`src/rtl/obs_pkg.sv`:
```
`timescale 1ns / 1ps
// Package for the ordered byte set: capacity, widths, action codes,
// the queued command record and the back-end state type. No dependencies.
package obs_pkg;

    localparam int CAPACITY = 16;
    localparam int IDX_W    = (CAPACITY > 1) ? $clog2(CAPACITY) : 1;
    localparam int CNT_W    = $clog2(CAPACITY + 1);

    localparam int ACTION_W = 3;
    localparam int VALUE_W  = 8;
    localparam int POS_W    = 4;
    localparam int ECOUNT_W = 5;

    // Action codes as they arrive on the request channel.
    typedef enum logic [ACTION_W-1:0] {
        ACT_ADD      = 3'd0,
        ACT_REMOVE   = 3'd1,
        ACT_CONTAINS = 3'd2,
        ACT_GET      = 3'd3,
        ACT_CLEAR    = 3'd4
    } t_action;

    // Decoded operation carried from the front end to the back end.
    typedef enum logic [2:0] {
        OP_ADD,
        OP_REMOVE,
        OP_CONTAINS,
        OP_GET,
        OP_CLEAR,
        OP_NONE
    } t_op;

    typedef struct packed {
        t_op                op;
        logic [VALUE_W-1:0] value;
        logic [POS_W-1:0]   position;
    } t_cmd;

    typedef enum logic [1:0] {
        ST_IDLE,
        ST_MATCH,
        ST_COMMIT
    } t_state;

endpackage

```
`src/rtl/obs_req_if.sv`:
```
`timescale 1ns / 1ps
// Request channel of the ordered byte set: valid/ready plus one request beat.
// Depends on nothing.
interface obs_req_if;
    logic       valid;
    logic       ready;
    logic [2:0] action;
    logic [7:0] value;
    logic [3:0] position;

    modport source (output valid, output action, output value, output position,
                    input ready);
    modport sink   (input valid, input action, input value, input position,
                    output ready);
endinterface

```
`src/rtl/obs_rsp_if.sv`:
```
`timescale 1ns / 1ps
// Result channel of the ordered byte set: valid/ready plus one result beat.
// Depends on nothing.
interface obs_rsp_if;
    logic       valid;
    logic       ready;
    logic       success;
    logic       full_refused;
    logic [7:0] read_value;
    logic [4:0] entry_count;

    modport source (output valid, output success, output full_refused,
                    output read_value, output entry_count, input ready);
    modport sink   (input valid, input success, input full_refused,
                    input read_value, input entry_count, output ready);
endinterface

```
`src/rtl/obs_front.sv`:
```
`timescale 1ns / 1ps
// Front end: accepts request beats, decodes the action and holds them in a
// two-entry command queue. Depends on obs_pkg and obs_req_if.
module obs_front (
    input  logic          i_clk,
    input  logic          i_rst_n,
    obs_req_if.sink       i_req,
    output logic          o_q_valid,
    input  logic          i_q_pop,
    output obs_pkg::t_cmd o_q_cmd
);
    import obs_pkg::*;

    t_cmd       r_slot [2];
    logic       r_wr_ptr;
    logic       r_rd_ptr;
    logic [1:0] r_fill;
    logic [1:0] n_fill;
    t_cmd       w_cmd;
    logic       w_push;
    logic       w_pop;

    // Decode the action into an operation; unused codes become no-ops.
    always_comb begin
        w_cmd.value    = i_req.value;
        w_cmd.position = i_req.position;
        case (i_req.action)
            ACT_ADD:      w_cmd.op = OP_ADD;
            ACT_REMOVE:   w_cmd.op = OP_REMOVE;
            ACT_CONTAINS: w_cmd.op = OP_CONTAINS;
            ACT_GET:      w_cmd.op = OP_GET;
            ACT_CLEAR:    w_cmd.op = OP_CLEAR;
            default:      w_cmd.op = OP_NONE;
        endcase
    end

    assign i_req.ready = (r_fill != 2'd2);
    assign o_q_valid   = (r_fill != 2'd0);
    assign o_q_cmd     = r_slot[r_rd_ptr];
    assign w_push      = i_req.valid && i_req.ready;
    assign w_pop       = i_q_pop && o_q_valid;

    always_comb begin
        n_fill = r_fill;
        if (w_push && !w_pop) begin
            n_fill = r_fill + 2'd1;
        end else if (w_pop && !w_push) begin
            n_fill = r_fill - 2'd1;
        end
    end

    always_ff @(posedge i_clk) begin
        if (!i_rst_n) begin
            r_wr_ptr <= 1'b0;
            r_rd_ptr <= 1'b0;
            r_fill   <= 2'd0;
        end else begin
            r_fill <= n_fill;
            if (w_push) begin
                r_wr_ptr <= !r_wr_ptr;
            end
            if (w_pop) begin
                r_rd_ptr <= !r_rd_ptr;
            end
        end
    end

    always_ff @(posedge i_clk) begin
        if (w_push) begin
            r_slot[r_wr_ptr] <= w_cmd;
        end
    end

endmodule

```
`src/rtl/obs_back.sv`:
```
`timescale 1ns / 1ps
// Back end: entry cells with per-cell compare, count, a three-state sequencer
// and the result register. Depends on obs_pkg and obs_rsp_if.
module obs_back (
    input  logic          i_clk,
    input  logic          i_rst_n,
    input  logic          i_q_valid,
    output logic          o_q_pop,
    input  obs_pkg::t_cmd i_q_cmd,
    obs_rsp_if.source     o_rsp
);
    import obs_pkg::*;

    t_state              r_state,  n_state;
    t_cmd                r_cmd,    n_cmd;
    logic [CAPACITY-1:0] r_match,  n_match;
    logic [VALUE_W-1:0]  r_cell    [CAPACITY];
    logic [VALUE_W-1:0]  n_cell    [CAPACITY];
    logic [CNT_W-1:0]    r_count,  n_count;
    logic                r_out_valid, n_out_valid;
    logic                r_success,   n_success;
    logic                r_refused,   n_refused;
    logic [VALUE_W-1:0]  r_read,      n_read;
    logic [ECOUNT_W-1:0] r_ecount,    n_ecount;
    logic                w_found;
    logic [CAPACITY-1:0] w_after;

    // Cells at or past the first match; these shift down on a remove.
    always_comb begin
        logic v_acc;
        v_acc = 1'b0;
        for (int i = 0; i < CAPACITY; i++) begin
            v_acc      = v_acc | r_match[i];
            w_after[i] = v_acc;
        end
        w_found = v_acc;
    end

    always_comb begin
        logic               v_succ;
        logic               v_ref;
        logic [VALUE_W-1:0] v_read;
        v_succ      = 1'b0;
        v_ref       = 1'b0;
        v_read      = '0;
        n_state     = r_state;
        n_cmd       = r_cmd;
        n_match     = r_match;
        n_cell      = r_cell;
        n_count     = r_count;
        n_out_valid = r_out_valid && !o_rsp.ready;
        n_success   = r_success;
        n_refused   = r_refused;
        n_read      = r_read;
        n_ecount    = r_ecount;
        o_q_pop     = 1'b0;
        case (r_state)
            ST_IDLE: begin
                if (i_q_valid) begin
                    o_q_pop = 1'b1;
                    n_cmd   = i_q_cmd;
                    n_state = ST_MATCH;
                end
            end
            ST_MATCH: begin
                for (int i = 0; i < CAPACITY; i++) begin
                    n_match[i] = (r_cell[i] == r_cmd.value) && (CNT_W'(i) < r_count);
                end
                n_state = ST_COMMIT;
            end
            ST_COMMIT: begin
                if (!r_out_valid || o_rsp.ready) begin
                    case (r_cmd.op)
                        OP_ADD: begin
                            if (!w_found) begin
                                if (r_count >= CNT_W'(CAPACITY)) begin
                                    v_ref = 1'b1;
                                end else begin
                                    for (int i = 0; i < CAPACITY; i++) begin
                                        if (CNT_W'(i) == r_count) begin
                                            n_cell[i] = r_cmd.value;
                                        end
                                    end
                                    n_count = r_count + CNT_W'(1);
                                    v_succ  = 1'b1;
                                end
                            end
                        end
                        OP_REMOVE: begin
                            if (w_found) begin
                                for (int i = 0; i < CAPACITY - 1; i++) begin
                                    if (w_after[i]) begin
                                        n_cell[i] = r_cell[i+1];
                                    end
                                end
                                n_count = r_count - CNT_W'(1);
                                v_succ  = 1'b1;
                            end
                        end
                        OP_CONTAINS: begin
                            v_succ = w_found;
                        end
                        OP_GET: begin
                            for (int i = 0; i < CAPACITY; i++) begin
                                if (i == int'(r_cmd.position) && CNT_W'(i) < r_count) begin
                                    v_read = r_cell[i];
                                    v_succ = 1'b1;
                                end
                            end
                        end
                        OP_CLEAR: begin
                            n_count = '0;
                            v_succ  = 1'b1;
                        end
                        default: begin
                        end
                    endcase
                    n_out_valid = 1'b1;
                    n_success   = v_succ;
                    n_refused   = v_ref;
                    n_read      = v_read;
                    n_ecount    = ECOUNT_W'(n_count);
                    n_state     = ST_IDLE;
                end
            end
            default: begin
                n_state = ST_IDLE;
            end
        endcase
    end

    always_ff @(posedge i_clk) begin
        if (!i_rst_n) begin
            r_state     <= ST_IDLE;
            r_count     <= '0;
            r_out_valid <= 1'b0;
        end else begin
            r_state     <= n_state;
            r_count     <= n_count;
            r_out_valid <= n_out_valid;
        end
    end

    always_ff @(posedge i_clk) begin
        r_cmd     <= n_cmd;
        r_match   <= n_match;
        r_cell    <= n_cell;
        r_success <= n_success;
        r_refused <= n_refused;
        r_read    <= n_read;
        r_ecount  <= n_ecount;
    end

    assign o_rsp.valid        = r_out_valid;
    assign o_rsp.success      = r_success;
    assign o_rsp.full_refused = r_refused;
    assign o_rsp.read_value   = r_read;
    assign o_rsp.entry_count  = r_ecount;

endmodule

```
`src/rtl/ordered_byte_set.sv`:
```
`timescale 1ns / 1ps
// Ordered byte set: up to CAPACITY distinct bytes kept in insertion order.
// An accepted request beat waits in the command queue; the back-end sequencer
// takes one request at a time through its states (dequeue, parallel compare of
// all cells, commit into the result register) before it dequeues the next.
// Reset (synchronous, active low) empties the store, command queue and result
// register; cell contents are left as they are and are only read below the count.
module ordered_byte_set (
    input  logic      i_clk,
    input  logic      i_rst_n,
    obs_req_if.sink   i_req,
    obs_rsp_if.source o_rsp
);
    import obs_pkg::*;

    logic w_q_valid;
    logic w_q_pop;
    t_cmd w_q_cmd;

    // Front end: take request beats whenever the command queue has room,
    // decode them and hold them until the back end is free.
    obs_front u_front (
        .i_clk     (i_clk),
        .i_rst_n   (i_rst_n),
        .i_req     (i_req),
        .o_q_valid (w_q_valid),
        .i_q_pop   (w_q_pop),
        .o_q_cmd   (w_q_cmd)
    );

    // Back end: compare against every cell, then update the cells and the
    // count and load the result register; hold in commit while the result
    // register is still occupied.
    obs_back u_back (
        .i_clk     (i_clk),
        .i_rst_n   (i_rst_n),
        .i_q_valid (w_q_valid),
        .o_q_pop   (w_q_pop),
        .i_q_cmd   (w_q_cmd),
        .o_rsp     (o_rsp)
    );

    // A refused add never reports success and only happens at full count.
    a_refused_full : assert property (@(posedge i_clk) disable iff (!i_rst_n)
        o_rsp.valid && o_rsp.full_refused
            |-> !o_rsp.success && o_rsp.entry_count == ECOUNT_W'(CAPACITY))
        else $error("refused add without full store");

    // A nonzero read value only comes from a successful get.
    a_read_success : assert property (@(posedge i_clk) disable iff (!i_rst_n)
        o_rsp.valid && o_rsp.read_value != '0 |-> o_rsp.success)
        else $error("read value without success");

    // Reported count never passes the capacity.
    a_count_bound : assert property (@(posedge i_clk) disable iff (!i_rst_n)
        o_rsp.valid |-> o_rsp.entry_count <= ECOUNT_W'(CAPACITY))
        else $error("entry count past capacity");

    // A result beat that is not taken stays offered with its payload unchanged.
    a_result_hold : assert property (@(posedge i_clk) disable iff (!i_rst_n)
        o_rsp.valid && !o_rsp.ready |=> o_rsp.valid && $stable({o_rsp.success,
            o_rsp.full_refused, o_rsp.read_value, o_rsp.entry_count}))
        else $error("result beat changed while waiting");

endmodule
```
`src/flat_wrapper.sv`:
```
// flat-port wrapper written by rule: the top's interface ports become plain ports
module ordered_byte_set_flat import obs_pkg::*;
  (i_clk, i_rst_n, i_req_valid, i_req_action, i_req_value, i_req_position, i_req_ready, o_rsp_valid, o_rsp_success, o_rsp_full_refused, o_rsp_read_value, o_rsp_entry_count, o_rsp_ready);
  obs_req_if i_req_i ();
  obs_rsp_if o_rsp_i ();
  input  logic i_clk;
  input  logic i_rst_n;
  input wire logic [$bits(i_req_i.valid)-1:0] i_req_valid;
  input wire logic [$bits(i_req_i.action)-1:0] i_req_action;
  input wire logic [$bits(i_req_i.value)-1:0] i_req_value;
  input wire logic [$bits(i_req_i.position)-1:0] i_req_position;
  output wire logic [$bits(i_req_i.ready)-1:0] i_req_ready;
  output wire logic [$bits(o_rsp_i.valid)-1:0] o_rsp_valid;
  output wire logic [$bits(o_rsp_i.success)-1:0] o_rsp_success;
  output wire logic [$bits(o_rsp_i.full_refused)-1:0] o_rsp_full_refused;
  output wire logic [$bits(o_rsp_i.read_value)-1:0] o_rsp_read_value;
  output wire logic [$bits(o_rsp_i.entry_count)-1:0] o_rsp_entry_count;
  input wire logic [$bits(o_rsp_i.ready)-1:0] o_rsp_ready;
  assign i_req_i.valid = i_req_valid;
  assign i_req_i.action = i_req_action;
  assign i_req_i.value = i_req_value;
  assign i_req_i.position = i_req_position;
  assign i_req_ready = i_req_i.ready;
  assign o_rsp_valid = o_rsp_i.valid;
  assign o_rsp_success = o_rsp_i.success;
  assign o_rsp_full_refused = o_rsp_i.full_refused;
  assign o_rsp_read_value = o_rsp_i.read_value;
  assign o_rsp_entry_count = o_rsp_i.entry_count;
  assign o_rsp_i.ready = o_rsp_ready;
  ordered_byte_set u_core (.i_clk(i_clk), .i_rst_n(i_rst_n), .i_req(i_req_i), .o_rsp(o_rsp_i));
endmodule
```
`config.mk`:
```
export PLATFORM = sky130hd
export DESIGN_NAME = ordered_byte_set_flat
export DESIGN_NICKNAME = d
export VERILOG_FILES = /design/src/rtl/obs_pkg.sv /design/src/rtl/obs_req_if.sv /design/src/rtl/obs_rsp_if.sv /design/src/rtl/obs_front.sv /design/src/rtl/obs_back.sv /design/src/rtl/ordered_byte_set.sv /design/src/flat_wrapper.sv
export SDC_FILE = /design/constraint.sdc
export NUM_CORES = 1
export LEC_CHECK = 0
export BUFFER_PORTS_ARGS = -buffer_cell sky130_fd_sc_hd__clkbuf_2
export CAP_MARGIN = 10
export CORE_MARGIN = 2
export CORE_UTILIZATION = 45
export CTS_CLUSTER_DIAMETER = 150
export DETAILED_ROUTE_END_ITERATION = 8
export GPL_ROUTABILITY_DRIVEN = 1
export PLACE_DENSITY_LB_ADDON = 0.25
export REMOVE_ABC_BUFFERS = 1
export SLEW_MARGIN = 10
export SYNTH_ARGS = -nofsm -noshare
export SYNTH_HDL_FRONTEND = slang
export SYNTH_SLANG_ARGS = --single-unit
```
`constraint.sdc`:
```
create_clock -name i_clk -period 2.75 [get_ports i_clk]
set_input_delay 0.1375 -clock i_clk [delete_from_list [all_inputs] [get_ports i_clk]]
set_output_delay 0.1375 -clock i_clk [all_outputs]
set_load 0.03 [all_outputs]
```
* Word-level counts from Yosys, hierarchy flattened
Memory sizes are Yosys's and may differ from the RTL's. A register that Yosys moved wholly into a read port is not among the register bits.
Cells that the tools add are included.
** Word-level totals
- Register bits :: 171
- RAM bits :: 30
- Input port bits :: 19
- Output and inout port bits :: 17
- Logic and storage cells :: 319
- Memories kept :: 1
** Memories
- u_core.u_front.r_slot :: words 2, width 15, rd ports 1, clocked after memory_dff 1, wr ports 1, RTL line obs_front.sv:14 : t_cmd r_slot [2];
** Cells by class
- Add/sub/neg operators :: 4
- Order comparisons :: 17
- Equal/unequal tests :: 92
- Muxes and demuxes :: 88
- Bitwise gates (word level) :: 18
- Reduce and logical (&&, ||, !) cells :: 72
** Operators by type and width (count)
- 2-to-1 mux 8 bit :: 47
- 2-to-1 mux 128 bit :: 2
- one-hot mux 120 bit (2 select lines) :: 1
- == test 8 bit :: 16
- 2-to-1 mux 120 bit :: 1
- AND reduction 8 bit :: 15
- != test 2 bit, second input constant :: 35
- == test 4 x 5 -> 1 bit, first input constant :: 8
- < comparator 4 x 5 -> 1 bit, first input constant :: 8
- logical AND 1 bit :: 37
- == test 4 bit, first input constant :: 8
- 2-to-1 mux 1 bit :: 26
- == test 3 x 5 -> 1 bit, first input constant :: 4
- < comparator 3 x 5 -> 1 bit, first input constant :: 4
- == test 3 x 4 -> 1 bit, first input constant :: 4
- 2-to-1 mux 5 bit :: 3
- OR 1 bit :: 15
- one-hot mux 3 bit (5 select lines) :: 1
- one-hot mux 5 bit (3 select lines) :: 1
- == test 3 x 2 -> 1 bit, second input constant :: 4
- == test 2 x 5 -> 1 bit, first input constant :: 2
- < comparator 1 x 5 -> 1 bit, first input constant :: 2
- < comparator 2 x 5 -> 1 bit, first input constant :: 2
- == test 2 x 4 -> 1 bit, first input constant :: 2
- 26 further kinds :: 43

* Depth between registers and ports, before layout
- Depth in word-level cells :: 19
- Mapped depth :: 10
- Depth with buffers taken out :: 8

* Cells and area by module
Synthesis repeated with hierarchy kept, for this count alone.
** Second synthesis, totals
- Cells, all modules :: 1008
- Area, all modules :: 11843.9 sq um
** Modules (own cells, without submodules)
- obs_back :: times used 1, cells each 934, area an instance 10503.8 sq um, sequential area each 5385.2 sq um
- obs_front :: times used 1, cells each 74, area an instance 1340.0 sq um, sequential area each 1001.0 sq um

* Worst setup path before layout
No wires, ideal clock.
- Path type :: reg-to-reg
- Start :: register u_core.u_back.r_match[4]
- End :: register u_core.u_back.r_cell[112] in the netlist's numbering, enable pin
- Library setup time :: 0.385 ns
- Data arrival time :: 2.369 ns
- Data required time :: 2.365 ns
- Slack :: -0.004 ns
- Cell stages (with the launch flop) :: 7
- Path buffers :: 1
- Period minus slack after synthesis :: 2.754 ns
- Cells stage by stage :: edfxtp_1 nor3_1 nand4_1 nor4_1 o21ai_1 clkbuf_1 nor3b_1
** On the way
- Word-level cells in the longest chain between the ends :: 14
- Elaborated cells on any way between the ends :: 15
- Those cells by class :: 2 x eq/ne; 12 x bitwise; 1 x reduce/logical
** RTL lines
- start, declared :: RTL line obs_back.sv:16 : logic [CAPACITY-1:0] r_match, n_match;
- start signal, assigned :: RTL line obs_back.sv:146 : r_match <= n_match;
- OR 1 bit * (12 in a row) :: RTL line obs_back.sv:33 : v_acc = v_acc | r_match[i];
- != test 2 bit (no line)
- AND reduction 8 bit (no line) *
- end signal, assigned :: RTL line obs_back.sv:147 : r_cell <= n_cell;
- end, declared :: RTL line obs_back.sv:17 : logic [VALUE_W-1:0] r_cell [CAPACITY];
Every way passes the cells marked *; elsewhere a longest branch is shown, timed or not.
A chain may end at the register's enable or synchronous reset.

* Final worst setup path
- Start :: register u_core.u_back.r_count[4]
- End :: register u_core.u_back.r_read[1] (netlist: u_core.u_back.o_rsp.read_value[1]), data pin
** On the way
- Word-level cells in the longest chain between the ends :: 18
- Elaborated cells on any way between the ends :: 48
- Those cells by class :: 16 x order compare; 16 x mux; 16 x reduce/logical
** RTL lines
- start, declared :: RTL line obs_back.sv:19 : logic [CNT_W-1:0] r_count, n_count;
- start signal, assigned :: RTL line obs_back.sv:139 : r_count <= n_count;
- < comparator 1 x 5 -> 1 bit :: RTL line obs_back.sv:105 : if (i == int'(r_cmd.position) && CNT_W'(i) < r_count) begin
- logical AND 1 bit :: RTL line obs_back.sv:105
- 2-to-1 mux 8 bit (15 in a row) :: RTL line obs_back.sv:105
- 2-to-1 mux 8 bit * :: RTL line obs_back.sv:105
- end signal, assigned :: RTL line obs_back.sv:150 : r_read <= n_read;
- end, declared :: RTL line obs_back.sv:23 : logic [VALUE_W-1:0] r_read, n_read;
Marks and branches as above.

==> reports/qor.yml <==
power_and_ir_drop:
  switching_share_pct: 34.2
  netSwitchingPower_mw: 3.91
  ir_worst_vdd_v: 0.000793
  internal_power_mw: 7.50
  clkPwrFrac_pct: 28.0
  power_frac_seq_pct: 40.3
  power_leakage_nw: 5.68
  comb_power_share_pct: 31.7
  power_density_mw_per_mm2: 832
clock_network:
  root_buffer: "clkbuf_16"
  path_clk_slew_ns: 0.06
  cts_made_buffers: 25
  cts_tree: "yes"
  cts_max_level: 1
  clock_path_buffers: 3
  clk_latency_ns: 0.54
  clock_sinks: 216
floorplanning:
  core_area_sq_mm: 0.0259
  die_area_sq_mm: 0.0275
  die_y_um: 166
  die_w_um: 166
  num_rows: 59
  start_util_pct: 45.4
  ios: 36
timing:
  rsz0062_at_grt: "no"
  min_period_ns: 2.59
  finalSetupViolCount: 0
  finalCritPeriodShare_pct: 94.3
  clock_skew_ns: 0.00894
  finalMaxSlewViolations: 0
  hold_viol_final: 0
  fmax_mhz: 386
  worst-slew-pin-transition_ns: 0.944
  tns_ns: 0
  slew_headroom_pct: 36.8
  hold_ws_ns: 0.0359
critical_path:
  path_cells: "buf_4 -> nor4_2 -> nor4_4 -> a211o_1 -> a211oi_1 -> o31ai_1 -> a32o_1"
  path_class: "flip-flop to flip-flop"
  crit_path_end_kind: "flip-flop"
  path_max_fanout: 10
  crit_arrival_ns: 2.88
  cpPeakStageDelay_ns: 0.50
  startpoint_type: "flip-flop"
  worst_path_max_delay_cell: "nor4_2"
  critical_path_required_ns: 3.04
global_routing:
  antenna_found_initial: 1
  grt_pass1_wl_um: 56100
  grtUsageMet3_pct: 4.62
  busiest_layer: "met2"
  grt_max_degree: 122
  grt_use_total_pct: 26.6
  grt_pass1_vias: 8908
  grt-ovfl-total: 0
  met2_usage_pct: 42.0
  use_met1_pct: 36.4
synthesis:
  synth_edf_count: 204
  synth_cells: 999
  netlist_area_sq_mm: 0.0118
  synthFlopType: "edfxtp_1"
  synth.top_cell.area_share_pct: 52.0
  yosysTopAreaCell: "edfxtp_1"
  ys_warn_count: 0
  yosysUniqueCellTypes: 81
  synthArstFlopShare_pct: 0
  synth_area_leaders: "edfxtp_1, a21o_1, xnor2_1"
  ys_seq_elements: 216
  synth.avg_cell_area_sq_um: 11.8
  seq_area_frac_synth_pct: 54.1
cells_and_area:
  final_cells: 1446
  antenna_cells: 0
  syn_to_final_growth_pct: 16.5
  fill_cells: 2246
  nets: 1119
  multiInputGateArea_sq_mm: 0.00501
  final_common_cell: "edfxtp_1"
  most-common-layout-cells: "edfxtp_1, a21o_1, xnor2_1"
  drive_gt1_share_pct: 18.5
  final-seq-area_sq_mm: 0.00637
route:
  drc: 0
  detail_route.wl_per_cell_um: 25.6
  first_pass_iters: 6
  vias: 8971
  routed_wl_um: 37000
  drt_iter0_drc: 1123
  vias_per_cell: 6.20
  ant_nets: 0
hold_path:
  hold_class: "primary input to flip-flop"
placed_design:
  dp.cells: 1384
  numPortBuffers: 35
  gp_congestion: 1.02
  hpwl_um: 27600
run:
  drv_cap: 0
run_status:
  status: "finished clean"
-- layer usage --
layer	part of all wire, %	routed length [um]
met1	41	15200
met2	46	17000
met3	8.3	3070
met4	4.7	1750
met5	0.035	13
-- worst max-delay path: cells and delay by family, from the launching register on --
| family | cells | cell delay, ns |
|---|---|---|
| AND/OR/NAND/NOR | 2 | 0.62 |
| flip-flops | 1 | 0.42 |
| AO/OA/AOI/OAI | 4 | 1.07 |
| buffers and inverters | 1 | 0.23 |
-- through the flow --
step           util, %  cell area [sq um]  power, mW  setup WS (ns)
6_report          52.9              13700       11.4          0.157
5_1_grt           52.9              13700       11.9        0.00982
4_1_cts           52.9              13700       11.4         0.0583
3_5_place_dp      49.2              12700       8.18         0.0990
3_3_place_gp      49.2              12700       8.14         0.0960
2_1_floorplan        -              11400       6.83          -5.71
-- cells in the mapped netlist (all sizes together) (3+ instances only) --
cell and number:
a221o 3, a211oi 18, a21oi 22, o2111ai 5
nor3 36, a211o 8, buf 32, nor2b 3
inv 17, ha 7, o21ai 16, and2 8
a21boi 3, a31o 3, o22ai 10, nor4 26
o221ai 8, nor3b 3, xor2 34, a22oi 8
nand4 24, nand2 32, and3 11, nand3 11
a221oi 15, dfxtp 12, nor2 39, a2111oi 3
nor4b 3, a21o 123, clkbuf 48, nand2b 11
a31oi 10, xnor2 97, edfxtp 204, a222oi 3
o31ai 7, o211ai 5, or4 5, mux2 15
o21a 10, or3 12
-- sequential cells by signal, indices dropped and copies added (netlist names), 5 cells and up --
| signal | flops |
|---|---|
| u_core.u_back.o_rsp.read_value | 8 |
| u_core.u_back.r_cell | 128 |
| u_core.u_front.r_slot | 30 |
| u_core.u_back.r_match | 16 |
| u_core.u_back.o_rsp.entry_count | 5 |
| u_core.u_back.r_cmd | 15 |
| u_core.u_back.r_count | 5 |
-- worst paths after layout --
kind | from | to | slack, ns | cells past startpoint
worst min register to register | u_core.u_front.r_fill[1] | u_core.u_front.r_fill[1] | 0.53 | 2
worst max-delay path | u_core.u_back.r_count[4] | u_core.u_back.o_rsp.read_value[1] | 0.16 | 7
worst min-delay path | i_req_valid | u_core.u_front.r_wr_ptr | 0.04 | 4
worst max register to register | u_core.u_back.r_count[4] | u_core.u_back.o_rsp.read_value[1] | 0.16 | 7
-- final cells by class --
cell class | instances | area share, %
well taps | 335 | 3.06
repair buffers | 147 | 7.81
multi-input cells | 686 | 36.5
clock inverters | 14 | 0.994
inverters | 17 | 0.465
clock buffers | 31 | 4.72
flip-flops and latches | 216 | 46.4
-- timing repair --
action	in CTS	in global routing
buffers inserted	0	0
hold buffers	17	0
endpoints found under the setup margin	0	3
endpoints found under the hold margin	31	0
resized for setup	0	2
-- kinds of logic after synthesis --
logic type,count (synthesis),share of synthesized area (%)
muxes,17,1.60
AOI/OAI and AO/OA,300,19.2
and+or+nand+nor,231,11.0
adders and majority gates,7,0.744
xor gates and xnor gates,131,9.74
DFF,216,54.1
buffers and inverters,97,3.62
-- power groups by stage --
stage               Clock, mW  Sequential, mW  Combinational, mW
finish                   3.19            4.60               3.62
detailed placement          0            4.64               3.54
global route             3.35            4.62               3.92
floorplan                   0            4.78               2.05
CTS                      3.24            4.58               3.58
global placement            0            4.63               3.51
No activity file was read; power rests on OpenSTA's default activity.
